[src/hw/rtl/srr_pkg.sv]
// shared constants and types for the selective repeat receiver
package srr_pkg;

    localparam int MAX_WINDOW_DEF  = 8;
    localparam int QUEUE_DEPTH_DEF = 2;
    localparam int PKT_WORDS       = 5;
    localparam int PKT_BYTES       = 20;
    localparam int WORD_W          = 32;
    localparam int WIN_W           = 4;
    localparam int BSUM_W          = $clog2(PKT_BYTES * 255 + 1);
    localparam int WSUM_W          = $clog2(4 * 255 + 1);

    localparam logic [WIN_W-1:0] WINDOW_RESET = 4'd8;

    localparam logic KIND_ACK  = 1'b0;
    localparam logic KIND_DATA = 1'b1;

    typedef struct packed {
        logic [WORD_W-1:0]                seq;
        logic [PKT_WORDS-1:0][WORD_W-1:0] words;
    } pkt_t;

    typedef struct packed {
        logic                             result_kind;
        logic [WORD_W-1:0]                ack_number_out;
        logic [WORD_W-1:0]                ack_checksum;
        logic [PKT_WORDS-1:0][WORD_W-1:0] data;
        logic                             last_of_run;
    } result_t;

endpackage

[src/hw/rtl/srr_if.sv]
// packet and result channel interfaces
interface srr_pkt_if;
    logic               valid;
    logic               ready;
    logic signed [31:0] seq_number;
    logic signed [31:0] ack_number_in;
    logic signed [31:0] checksum_in;
    logic [31:0]        payload_w0;
    logic [31:0]        payload_w1;
    logic [31:0]        payload_w2;
    logic [31:0]        payload_w3;
    logic [31:0]        payload_w4;

    modport source (
        output valid, seq_number, ack_number_in, checksum_in,
        output payload_w0, payload_w1, payload_w2, payload_w3, payload_w4,
        input  ready
    );
    modport sink (
        input  valid, seq_number, ack_number_in, checksum_in,
        input  payload_w0, payload_w1, payload_w2, payload_w3, payload_w4,
        output ready
    );
endinterface

interface srr_res_if;
    logic               valid;
    logic               ready;
    logic               result_kind;
    logic signed [31:0] ack_number_out;
    logic signed [31:0] ack_checksum;
    logic [31:0]        data_w0;
    logic [31:0]        data_w1;
    logic [31:0]        data_w2;
    logic [31:0]        data_w3;
    logic [31:0]        data_w4;
    logic               last_of_run;

    modport source (
        output valid, result_kind, ack_number_out, ack_checksum,
        output data_w0, data_w1, data_w2, data_w3, data_w4, last_of_run,
        input  ready
    );
    modport sink (
        input  valid, result_kind, ack_number_out, ack_checksum,
        input  data_w0, data_w1, data_w2, data_w3, data_w4, last_of_run,
        output ready
    );
endinterface

[src/hw/rtl/srr_front.sv]
// front end: packet capture and checksum screening
module srr_front (
    input  logic          clk,
    input  logic          rst_n,
    srr_pkt_if.sink       packet,
    output logic          q_valid,
    input  logic          q_ready,
    output srr_pkg::pkt_t q_pkt
);
    import srr_pkg::*;

    logic              stg_valid_reg;
    pkt_t              stg_pkt_reg;
    logic [WORD_W-1:0] stg_part_reg;
    logic [BSUM_W-1:0] stg_bytes_reg;
    logic [WORD_W-1:0] stg_chk_reg;

    pkt_t              in_pkt;
    logic [BSUM_W-1:0] byte_sum;
    logic              good;
    logic              stg_leave;

    always_comb
    begin
        in_pkt.seq      = $unsigned(packet.seq_number);
        in_pkt.words[0] = packet.payload_w0;
        in_pkt.words[1] = packet.payload_w1;
        in_pkt.words[2] = packet.payload_w2;
        in_pkt.words[3] = packet.payload_w3;
        in_pkt.words[4] = packet.payload_w4;
    end

    // per-word byte sums first, then the five partials
    always_comb
    begin
        logic [WSUM_W-1:0] wsum [PKT_WORDS];
        byte_sum = '0;
        for (int k = 0; k < PKT_WORDS; k++)
        begin
            wsum[k] = '0;
            for (int b = 0; b < 4; b++)
            begin
                wsum[k] = wsum[k] + WSUM_W'(in_pkt.words[k][8*b +: 8]);
            end
        end
        for (int k = 0; k < PKT_WORDS; k++)
        begin
            byte_sum = byte_sum + BSUM_W'(wsum[k]);
        end
    end

    assign good      = (stg_part_reg + WORD_W'(stg_bytes_reg)) == stg_chk_reg;
    assign q_valid   = stg_valid_reg && good;
    assign q_pkt     = stg_pkt_reg;
    assign stg_leave = stg_valid_reg && (!good || q_ready);
    assign packet.ready = !stg_valid_reg || stg_leave;

    always_ff @(posedge clk or negedge rst_n)
    begin
        if (!rst_n)
        begin
            stg_valid_reg <= 1'b0;
        end
        else if (packet.ready)
        begin
            stg_valid_reg <= packet.valid;
        end
    end

    always_ff @(posedge clk)
    begin
        if (packet.valid && packet.ready)
        begin
            stg_pkt_reg   <= in_pkt;
            stg_part_reg  <= $unsigned(packet.seq_number) + $unsigned(packet.ack_number_in);
            stg_bytes_reg <= byte_sum;
            stg_chk_reg   <= $unsigned(packet.checksum_in);
        end
    end

endmodule

[src/hw/rtl/srr_fifo.sv]
// short queue between front and back
module srr_fifo #(
    parameter int WIDTH = 8,
    parameter int DEPTH = 2
) (
    input  logic             clk,
    input  logic             rst_n,
    input  logic             in_valid,
    output logic             in_ready,
    input  logic [WIDTH-1:0] in_data,
    output logic             out_valid,
    input  logic             out_ready,
    output logic [WIDTH-1:0] out_data
);
    localparam int PW = (DEPTH > 1) ? $clog2(DEPTH) : 1;
    localparam int CW = $clog2(DEPTH + 1);

    logic [WIDTH-1:0] mem_reg [DEPTH];
    logic [PW-1:0]    wr_ptr_reg;
    logic [PW-1:0]    rd_ptr_reg;
    logic [CW-1:0]    count_reg;
    logic             push;
    logic             pop;

    assign in_ready  = count_reg != CW'(DEPTH);
    assign out_valid = count_reg != '0;
    assign out_data  = mem_reg[rd_ptr_reg];
    assign push      = in_valid && in_ready;
    assign pop       = out_valid && out_ready;

    always_ff @(posedge clk or negedge rst_n)
    begin
        if (!rst_n)
        begin
            wr_ptr_reg <= '0;
            rd_ptr_reg <= '0;
            count_reg  <= '0;
        end
        else
        begin
            if (push)
            begin
                wr_ptr_reg <= (wr_ptr_reg == PW'(DEPTH - 1)) ? '0 : wr_ptr_reg + 1'b1;
            end
            if (pop)
            begin
                rd_ptr_reg <= (rd_ptr_reg == PW'(DEPTH - 1)) ? '0 : rd_ptr_reg + 1'b1;
            end
            if (push && !pop)
            begin
                count_reg <= count_reg + 1'b1;
            end
            else if (pop && !push)
            begin
                count_reg <= count_reg - 1'b1;
            end
        end
    end

    always_ff @(posedge clk)
    begin
        if (push)
        begin
            mem_reg[wr_ptr_reg] <= in_data;
        end
    end

endmodule

[src/hw/rtl/srr_back.sv]
// back end: window classification, reorder buffer and result sequencing
module srr_back #(
    parameter int MAX_WINDOW = srr_pkg::MAX_WINDOW_DEF
) (
    input  logic                     clk,
    input  logic                     rst_n,
    input  logic [srr_pkg::WIN_W-1:0] window_size,
    input  logic                     q_valid,
    output logic                     q_ready,
    input  srr_pkg::pkt_t            q_pkt,
    srr_res_if.source                result
);
    import srr_pkg::*;

    localparam int SW = (MAX_WINDOW > 1) ? $clog2(MAX_WINDOW) : 1;
    localparam logic [WORD_W-1:0] MAXW = WORD_W'(MAX_WINDOW);

    typedef enum logic [2:0] {
        S_IDLE,
        S_CLASS,
        S_ACK,
        S_DATA,
        S_DRAIN
    } state_t;

    state_t                           state_reg;
    pkt_t                             pkt_reg;
    logic                             expected_reg;
    logic [WORD_W-1:0]                next_expected_reg;
    logic [SW-1:0]                    head_reg;
    logic [SW-1:0]                    head_next;
    logic [SW-1:0]                    drain_cnt_reg;
    logic [MAX_WINDOW-1:0]            slot_valid_reg;
    logic                             out_valid_reg;
    result_t                          out_reg;

    logic [PKT_WORDS-1:0][WORD_W-1:0] slot_mem [MAX_WINDOW];
    logic [PKT_WORDS-1:0][WORD_W-1:0] rdata_reg;

    logic [WIN_W-1:0]                 w_eff;
    logic [WORD_W-1:0]                fwd;
    logic [WORD_W-1:0]                bwd;
    logic                             in_win;
    logic                             prev_win;
    logic [SW:0]                      slot_sum;
    logic [SW-1:0]                    slot_idx;
    logic                             mem_we;
    logic [SW-1:0]                    head_inc;
    logic                             out_free;
    logic                             deliver_load;
    logic                             out_load;
    logic                             data_more;
    logic                             drain_more;

    always_comb
    begin
        w_eff = window_size;
        if (window_size == '0)
        begin
            w_eff = WIN_W'(1);
        end
        else if (WORD_W'(window_size) > MAXW)
        begin
            w_eff = MAXW[WIN_W-1:0];
        end
    end

    // distances modulo 2^32 so the window follows the sequence wrap
    assign fwd      = pkt_reg.seq - next_expected_reg;
    assign bwd      = next_expected_reg - pkt_reg.seq;
    assign in_win   = fwd < WORD_W'(w_eff);
    assign prev_win = (bwd != '0) && (bwd <= WORD_W'(w_eff));

    always_comb
    begin
        slot_sum = {1'b0, head_reg} + {1'b0, fwd[SW-1:0]};
        if (slot_sum >= (SW+1)'(MAX_WINDOW))
        begin
            slot_sum = slot_sum - (SW+1)'(MAX_WINDOW);
        end
        slot_idx = slot_sum[SW-1:0];
    end

    assign mem_we = (state_reg == S_CLASS) && in_win && (fwd != '0)
                    && !slot_valid_reg[slot_idx];

    assign head_inc     = (head_reg == SW'(MAX_WINDOW - 1)) ? '0 : head_reg + 1'b1;
    assign out_free     = !out_valid_reg || result.ready;
    assign deliver_load = ((state_reg == S_DATA) || (state_reg == S_DRAIN)) && out_free;
    assign out_load     = ((state_reg == S_ACK) && out_free) || deliver_load;
    assign head_next    = deliver_load ? head_inc : head_reg;

    // the run never goes past one lap of the ring
    assign data_more  = slot_valid_reg[head_inc] && (MAX_WINDOW > 1);
    assign drain_more = slot_valid_reg[head_inc]
                        && ((32'(drain_cnt_reg) + 32'd1) < 32'(MAX_WINDOW - 1));

    assign q_ready = state_reg == S_IDLE;

    always_ff @(posedge clk or negedge rst_n)
    begin
        if (!rst_n)
        begin
            state_reg         <= S_IDLE;
            expected_reg      <= 1'b0;
            next_expected_reg <= '0;
            head_reg          <= '0;
            drain_cnt_reg     <= '0;
            slot_valid_reg    <= '0;
            out_valid_reg     <= 1'b0;
        end
        else
        begin
            head_reg <= head_next;
            if (out_load)
            begin
                out_valid_reg <= 1'b1;
            end
            else if (result.ready)
            begin
                out_valid_reg <= 1'b0;
            end
            unique case (state_reg)
                S_IDLE:
                begin
                    if (q_valid)
                    begin
                        pkt_reg   <= q_pkt;
                        state_reg <= S_CLASS;
                    end
                end
                S_CLASS:
                begin
                    expected_reg <= in_win && (fwd == '0);
                    if (mem_we)
                    begin
                        slot_valid_reg[slot_idx] <= 1'b1;
                    end
                    state_reg <= (in_win || prev_win) ? S_ACK : S_IDLE;
                end
                S_ACK:
                begin
                    if (out_free)
                    begin
                        out_reg.result_kind    <= KIND_ACK;
                        out_reg.ack_number_out <= pkt_reg.seq;
                        out_reg.ack_checksum   <= pkt_reg.seq;
                        out_reg.data           <= '0;
                        out_reg.last_of_run    <= !expected_reg;
                        state_reg              <= expected_reg ? S_DATA : S_IDLE;
                    end
                end
                S_DATA:
                begin
                    if (out_free)
                    begin
                        out_reg.result_kind    <= KIND_DATA;
                        out_reg.ack_number_out <= '0;
                        out_reg.ack_checksum   <= '0;
                        out_reg.data           <= pkt_reg.words;
                        out_reg.last_of_run    <= !data_more;
                        next_expected_reg      <= next_expected_reg + 1'b1;
                        drain_cnt_reg          <= '0;
                        state_reg              <= data_more ? S_DRAIN : S_IDLE;
                    end
                end
                S_DRAIN:
                begin
                    if (out_free)
                    begin
                        out_reg.result_kind      <= KIND_DATA;
                        out_reg.ack_number_out   <= '0;
                        out_reg.ack_checksum     <= '0;
                        out_reg.data             <= rdata_reg;
                        out_reg.last_of_run      <= !drain_more;
                        slot_valid_reg[head_reg] <= 1'b0;
                        next_expected_reg        <= next_expected_reg + 1'b1;
                        drain_cnt_reg            <= drain_cnt_reg + 1'b1;
                        state_reg                <= drain_more ? S_DRAIN : S_IDLE;
                    end
                end
                default:
                begin
                    state_reg <= S_IDLE;
                end
            endcase
        end
    end

    // read follows the head so the buffered word is ready on entry to drain
    always_ff @(posedge clk)
    begin
        if (mem_we)
        begin
            slot_mem[slot_idx] <= pkt_reg.words;
        end
        rdata_reg <= slot_mem[head_next];
    end

    assign result.valid          = out_valid_reg;
    assign result.result_kind    = out_reg.result_kind;
    assign result.ack_number_out = $signed(out_reg.ack_number_out);
    assign result.ack_checksum   = $signed(out_reg.ack_checksum);
    assign result.data_w0        = out_reg.data[0];
    assign result.data_w1        = out_reg.data[1];
    assign result.data_w2        = out_reg.data[2];
    assign result.data_w3        = out_reg.data[3];
    assign result.data_w4        = out_reg.data[4];
    assign result.last_of_run    = out_reg.last_of_run;

    // the head slot is empty except while its buffered word is being drained
    a_head_empty: assert property (@(posedge clk) disable iff (!rst_n)
        (state_reg != S_DRAIN) |-> !slot_valid_reg[head_reg])
        else $error("head slot marked valid outside a drain");

    a_drain_valid: assert property (@(posedge clk) disable iff (!rst_n)
        (state_reg == S_DRAIN) |-> slot_valid_reg[head_reg])
        else $error("drain reached an empty slot");

    a_expected_moves: assert property (@(posedge clk) disable iff (!rst_n)
        !$stable(next_expected_reg) |-> $past(deliver_load))
        else $error("next expected moved without a delivery");

    a_run_open: assert property (@(posedge clk) disable iff (!rst_n)
        (result.valid && !result.last_of_run) |-> (state_reg != S_IDLE))
        else $error("back end idle in the middle of a run");

endmodule

[src/hw/rtl/selective_repeat_receiver.sv]
// selective repeat receiver top level
// Usage: packets come in on the packet channel, one packet per accepted
// handshake (sequence, ack field, checksum, five payload words). Results
// leave on the result channel: acks (kind 0) and deliveries (kind 1), with
// last_of_run set on the final result a packet causes. cfg_we/cfg_wdata
// write the window size; write it only while the block is idle.
// The front stage screens the checksum, one packet per cycle while the queue
// has room; it drops corrupt packets and sends good ones through a two-entry
// queue to the back end. The back end takes a new packet only when idle: it
// classifies it, sends an ack if it lies in the window or the one before,
// and for an in-order packet delivers it and the buffered packets that it
// releases, one result per cycle while the result channel is not stalled.
// The reorder buffer is one row of five words per slot in a memory with a
// registered read port that tracks the window head.
// Reset clears the window base, the head and the slot valid flags at once,
// and sets the window to 8; there is no clearing pass.
// A stalled result channel holds the output register; the back end waits
// and the queue and front stage keep accepting until they fill.
module selective_repeat_receiver #(
    parameter int MAX_WINDOW  = srr_pkg::MAX_WINDOW_DEF,
    parameter int QUEUE_DEPTH = srr_pkg::QUEUE_DEPTH_DEF
) (
    input  logic                      clk,
    input  logic                      rst_n,
    input  logic                      cfg_we,
    input  logic [srr_pkg::WIN_W-1:0] cfg_wdata,
    srr_pkt_if.sink                   packet,
    srr_res_if.source                 result
);
    import srr_pkg::*;

    logic [WIN_W-1:0] window_size_reg;
    logic             fq_valid;
    logic             fq_ready;
    pkt_t             fq_pkt;
    logic             qb_valid;
    logic             qb_ready;
    pkt_t             qb_pkt;

    always_ff @(posedge clk or negedge rst_n)
    begin
        if (!rst_n)
        begin
            window_size_reg <= WINDOW_RESET;
        end
        else if (cfg_we)
        begin
            window_size_reg <= cfg_wdata;
        end
    end

    srr_front u_front (
        .clk     (clk),
        .rst_n   (rst_n),
        .packet  (packet),
        .q_valid (fq_valid),
        .q_ready (fq_ready),
        .q_pkt   (fq_pkt)
    );

    srr_fifo #(
        .WIDTH ($bits(pkt_t)),
        .DEPTH (QUEUE_DEPTH)
    ) u_queue (
        .clk       (clk),
        .rst_n     (rst_n),
        .in_valid  (fq_valid),
        .in_ready  (fq_ready),
        .in_data   (fq_pkt),
        .out_valid (qb_valid),
        .out_ready (qb_ready),
        .out_data  (qb_pkt)
    );

    srr_back #(
        .MAX_WINDOW (MAX_WINDOW)
    ) u_back (
        .clk         (clk),
        .rst_n       (rst_n),
        .window_size (window_size_reg),
        .q_valid     (qb_valid),
        .q_ready     (qb_ready),
        .q_pkt       (qb_pkt),
        .result      (result)
    );

endmodule

[src/flat_wrapper.sv]
// flat-port wrapper written by rule: the top's interface ports become plain ports
module selective_repeat_receiver_flat import srr_pkg::*;
#(
    parameter int MAX_WINDOW  = srr_pkg::MAX_WINDOW_DEF,
    parameter int QUEUE_DEPTH = srr_pkg::QUEUE_DEPTH_DEF
)
  (clk, rst_n, cfg_we, cfg_wdata, packet_valid, packet_seq_number, packet_ack_number_in, packet_checksum_in, packet_payload_w0, packet_payload_w1, packet_payload_w2, packet_payload_w3, packet_payload_w4, packet_ready, result_valid, result_result_kind, result_ack_number_out, result_ack_checksum, result_data_w0, result_data_w1, result_data_w2, result_data_w3, result_data_w4, result_last_of_run, result_ready);
  srr_pkt_if packet_i ();
  srr_res_if result_i ();
  input  logic clk;
  input  logic rst_n;
  input  logic cfg_we;
  input  logic [srr_pkg::WIN_W-1:0] cfg_wdata;
  input wire logic [$bits(packet_i.valid)-1:0] packet_valid;
  input wire logic [$bits(packet_i.seq_number)-1:0] packet_seq_number;
  input wire logic [$bits(packet_i.ack_number_in)-1:0] packet_ack_number_in;
  input wire logic [$bits(packet_i.checksum_in)-1:0] packet_checksum_in;
  input wire logic [$bits(packet_i.payload_w0)-1:0] packet_payload_w0;
  input wire logic [$bits(packet_i.payload_w1)-1:0] packet_payload_w1;
  input wire logic [$bits(packet_i.payload_w2)-1:0] packet_payload_w2;
  input wire logic [$bits(packet_i.payload_w3)-1:0] packet_payload_w3;
  input wire logic [$bits(packet_i.payload_w4)-1:0] packet_payload_w4;
  output wire logic [$bits(packet_i.ready)-1:0] packet_ready;
  output wire logic [$bits(result_i.valid)-1:0] result_valid;
  output wire logic [$bits(result_i.result_kind)-1:0] result_result_kind;
  output wire logic [$bits(result_i.ack_number_out)-1:0] result_ack_number_out;
  output wire logic [$bits(result_i.ack_checksum)-1:0] result_ack_checksum;
  output wire logic [$bits(result_i.data_w0)-1:0] result_data_w0;
  output wire logic [$bits(result_i.data_w1)-1:0] result_data_w1;
  output wire logic [$bits(result_i.data_w2)-1:0] result_data_w2;
  output wire logic [$bits(result_i.data_w3)-1:0] result_data_w3;
  output wire logic [$bits(result_i.data_w4)-1:0] result_data_w4;
  output wire logic [$bits(result_i.last_of_run)-1:0] result_last_of_run;
  input wire logic [$bits(result_i.ready)-1:0] result_ready;
  assign packet_i.valid = packet_valid;
  assign packet_i.seq_number = packet_seq_number;
  assign packet_i.ack_number_in = packet_ack_number_in;
  assign packet_i.checksum_in = packet_checksum_in;
  assign packet_i.payload_w0 = packet_payload_w0;
  assign packet_i.payload_w1 = packet_payload_w1;
  assign packet_i.payload_w2 = packet_payload_w2;
  assign packet_i.payload_w3 = packet_payload_w3;
  assign packet_i.payload_w4 = packet_payload_w4;
  assign packet_ready = packet_i.ready;
  assign result_valid = result_i.valid;
  assign result_result_kind = result_i.result_kind;
  assign result_ack_number_out = result_i.ack_number_out;
  assign result_ack_checksum = result_i.ack_checksum;
  assign result_data_w0 = result_i.data_w0;
  assign result_data_w1 = result_i.data_w1;
  assign result_data_w2 = result_i.data_w2;
  assign result_data_w3 = result_i.data_w3;
  assign result_data_w4 = result_i.data_w4;
  assign result_last_of_run = result_i.last_of_run;
  assign result_i.ready = result_ready;
  selective_repeat_receiver #(.MAX_WINDOW(MAX_WINDOW), .QUEUE_DEPTH(QUEUE_DEPTH)) u_core (.clk(clk), .rst_n(rst_n), .cfg_we(cfg_we), .cfg_wdata(cfg_wdata), .packet(packet_i), .result(result_i));
endmodule
[config.mk]
export PLATFORM = sky130hd
export DESIGN_NAME = selective_repeat_receiver_flat
export DESIGN_NICKNAME = d
export VERILOG_FILES = /design/src/hw/rtl/srr_pkg.sv /design/src/hw/rtl/srr_if.sv /design/src/hw/rtl/srr_front.sv /design/src/hw/rtl/srr_fifo.sv /design/src/hw/rtl/srr_back.sv /design/src/hw/rtl/selective_repeat_receiver.sv /design/src/flat_wrapper.sv
export SDC_FILE = /design/constraint.sdc
export NUM_CORES = 2
export LEC_CHECK = 0
export BUFFER_PORTS_ARGS = -buffer_cell sky130_fd_sc_hd__buf_2
export CELL_PAD_IN_SITES_DETAIL_PLACEMENT = 2
export CELL_PAD_IN_SITES_GLOBAL_PLACEMENT = 2
export CORE_MARGIN = 4
export CORE_UTILIZATION = 44
export DETAILED_ROUTE_END_ITERATION = 10
export GPL_TIMING_DRIVEN = 0
export PLACE_DENSITY_LB_ADDON = 0.05
export SETUP_SLACK_MARGIN = 0.05
export SYNTH_ARGS = -nofsm -noshare
export SYNTH_HDL_FRONTEND = slang
export SYNTH_SLANG_ARGS = --single-unit
[constraint.sdc]
create_clock -name clk -period 17.6 [get_ports clk]
set_clock_uncertainty 0.1 [all_clocks]
set_input_delay 0.88 -clock clk [delete_from_list [all_inputs] [get_ports clk]]
set_output_delay 0.88 -clock clk [all_outputs]
set_load 0.01 [all_outputs]
==> results.md <==
- Number of remaining DRC errors: 0
- Largest net degree at the start of global routing: 69
- Crit-path slowest cell: fa_1
- Core area: 230600 um2
- Critical path class: primary input to flop
- Initial Utilization: 0.4432
- Logic gate share of total power: 0.241
- Register area: 74340 um2
- Async SR Flop Fraction: 0.02363
- Die Width: 489.9 um
- Synthesized area per cell: 13.95 um2
- Syn nets: 7882
- RD Place Congestion: 0.8329
- Synthesized area: 102200 um2
- PortBufs: 492
- Startpoint types: primary input
- Post-synth top cells: edfxtp_1 (2319), nand2_1 (1549), nand3_1 (841), inv_1 (327), clkbuf_1 (311)
- Ranking of synthesized cells by area: edfxtp_1 (68%), nand2_1 (5.7%), nand3_1 (4.1%), dfxtp_1 (3.1%), fa_1 (2.8%)
- Synth area leader: edfxtp_1
- Post-Syn Instances: 7324
- Final Hold Viols: 0
- Critical path fanouts, max: 2
- Initial DRC Count: 6442
- Number of synthesized flops with an enable pin: roughly 2300
- Die height: approximately 490 um
- Post-synthesis mux area share: 0.02306
- DR WL/cell: 32.90 um
- Post-synth top area share: 0.6814
- Post-Synth XOR/XNOR Area: 0.01371
- Outcome: complete, no violations
- Final Cycle Share: 0.4267
- Ys Warns: 0
- WL final: 379300 um
- Synthesis-to-layout area growth: 18.13%
- Seq cells post-synth: ~2500
- CP cell instances: dlygate4sd3_1 -> buf_2 -> inv_1 -> fa_1 -> fa_1 -> inv_1 -> fa_1 -> inv_1 -> fa_1 -> fa_1 -> fa_1 -> fa_1 -> inv_1 -> ha_1 -> a21o_1 -> a21oi_1 -> o21bai_1 -> a21oi_1 -> o21bai_1 -> a21oi_1 -> o21bai_1 -> a21oi_1 -> o21ai_0
- Root Buffer: clkbuf_16
- DP Worst Slack: 9.784 ns
- Highest clock rate: about 130 MHz
- Via density: 5.810
- Largest family of logic cells by synthesized area: simple AND/OR/NAND/NOR gates
- Simple-Gate Fraction of Synth Area: 0.1142
- Post-route cell area: 120700 um2
- Total grt overflow: 0
- Switching share of power: 0.3142
- # IOs: 493
- Fillers: 21240
- Seq pwr share: 0.405
- VDD IR max: 0.6576 mV
- Rel. slew slack: 0.07138
- Global Route Usage Sum: 0.3094
- Initial antenna violation count: 59
- Worst-Margin Slew: 1.393 ns
- Share of cells above drive strength 1: 0.1556
- # H-tree levels: 5
- First-pass GRT wire length: 539600 um
- Number of global-route vias before repair: 74100
- Seq/Total Area, Yosys: 0.7275
- Netlist cell types: 90
- Row Count: 176
- Max-cap violations: 0
- Setup violators final: 0
- Critical Path Sink Type: flop
- LEAKAGE: 44.23 nW
- Most common cell in the netlist: edfxtp_1
- Final antenna-violating net count: 0
- Crit path max-delay family: adder cells
- Final setup margin: a little over 10 ns
- Worst EP arrival: 7.99 ns
- Internal power: 11.50 mW
- Die ar.: 240000 um2
- Post-synth top flop: edfxtp_1
- CTS tree: done
- Fin nets: 8821
- Slew Viols, Final: 0
- Buffers & Inverters on Critical Path: 6
- Top cell by count, worst path: fa_1
- Critical Path RT: roughly 18 ns
- Clk_lat worst skew: 0.93 ns
- Via count: 66980
- Minimum clock period: 7.511 ns
- Clock power frac: 0.354
- Pwr dens: ~140 nW/um2
- Post-Synth Adder-Cell Area: 0.04638
- Synth Area in Compound Gates: 0.04786
- Worst path max stage delay: 0.58 ns
- Hold crit path type: primary input to flop
- Detailed-router iteration count before antenna repair: 6
- Worst-path clk slew: roughly 0.060 ns
- Sw Pwr: 5.267 mW
- Area post-placement: 111200 um2
- Clock Tree Buf Depth: 4
- Largest register FFs: around 1300
- CTS Buf Count: between 200 and 300
- Post-detail-place hpwl: 264400 um
- Area of the multi-input gates: 25160 um2
- RSZ-0062 raised after global routing: no
- Clock Sinks: 2539
## through the flow
| step | setup TNS [ns] | power, mW | util | cells | hold slack [ns] |
|---|---|---|---|---|---|
| 5_1_grt | 0 | 17.32 | 0.5234 | 11510 | 0.002355 |
| 3_5_place_dp | 0 | 10.91 | 0.4821 | 10960 | 0.3310 |
| 6_report | 0 | 16.77 | 0.5236 | 11530 | 0.04966 |
| 4_1_cts | 0 | 16.86 | 0.5232 | 11500 | 0.0002965 |
| 3_3_place_gp | -4457.84 | 10.55 | 0.4703 | 10840 | 0.3222 |
| 2_1_floorplan | 0 | 8.920 | - | 7324 | 0.3215 |
## worst reg2reg max path, stage by stage, from the launching register on
cell and delay, ns:
edfxtp_1 0.43, inv_1 0.15, ha_1 0.21, inv_1 0.07, fa_1 0.43, a21o_1 0.22, a21o_1 0.21, nor2_1 0.10
a2bb2oi_1 0.07, nor4_1 0.39, nand3_1 0.13, or4b_4 0.58, nand4bb_1 0.32, nor4_1 0.63, nand2_1 0.46, nor2_4 0.80
buf_12 0.29, buf_12 0.26, buf_12 0.24, buf_12 0.27
## power by group through the flow
stage / Clock [mW] / Combinational (mW) / Sequential [mW]
after floorplan: 0 / 2.02 / 6.90
after global placement: 0 / 3.63 / 6.92
after detailed placement: 0 / 3.99 / 6.92
after CTS: 6.02 / 4.05 / 6.79
after global routing: 6.27 / 4.25 / 6.79
final: 5.94 / 4.04 / 6.79
## logic make-up after synthesis
logic type,count (synthesis)
AOI/OAI and AO/OA,720
adders and majority gates,293
buffers and inverters,706
DFF,2539
and+or+nand+nor,2699
xor gates and xnor gates,160
muxes,207
## worst paths after layout
| kind | from | endpoint | slack [ns] | cells past startpoint |
|---|---|---|---|---|
| worst min register to register | u_core.u_front.q_pkt[72] | u_core.u_queue.mem_reg[0][72] | 0.33 | 0 |
| max in group asynchronous | rst_n | u_core.window_size_reg[3] | 16.54 | 3 |
| worst max-delay path | packet_payload_w1[10] | u_core.u_front.stg_bytes_reg[12] | 10.09 | 23 |
| worst min-delay path | packet_checksum_in[23] | u_core.u_front.stg_chk_reg[23] | 0.05 | 1 |
| worst max register to register | u_core.u_back.pkt_reg[160] | u_core.u_back.slot_mem[1][48] | 10.92 | 19 |
| min in group asynchronous | rst_n | u_core.u_back.next_expected_reg[4] | 0.42 | 3 |
## per-layer routing
layer,global-route usage,wire [um],vias to the layer above
met4,0.1449,19280,6
met5,0,41,-
met1,0.3933,150900,35380
met2,0.5279,188100,2601
li1,-,-,28310
met3,0.03991,20980,684
## cell type report
type	count	share of cell area
sequential	2539	0.6159
multi-input combinational	4079	0.2084
clock buffer	403	0.06804
timing repair buffer	646	0.04491
tap	3026	0.03136
buffer	377	0.01316
inverter	329	0.01023
clock inverter	99	0.007380
antenna	31	0.0006426
## cell usage in the layout (no fill, tap or decap), types with 150 or more instances in the layout
cell and count:
nand2_1 1549, buf_2 497, ha_1 150, clkbuf_1 356
o21ai_0 230, mux2_2 197, nand3_1 841, dfxtp_1 160
inv_1 327, clkbuf_16 299, edfxtp_1 2319, a22o_1 166
## repair_timing
action | CTS | global route
setup buffers | 0 | 0
endpoints found under the hold margin | 95 | 0
hold buffers | 37 | 0
gates resized for setup | 0 | 0
No activity file was read; power rests on OpenSTA's default activity.
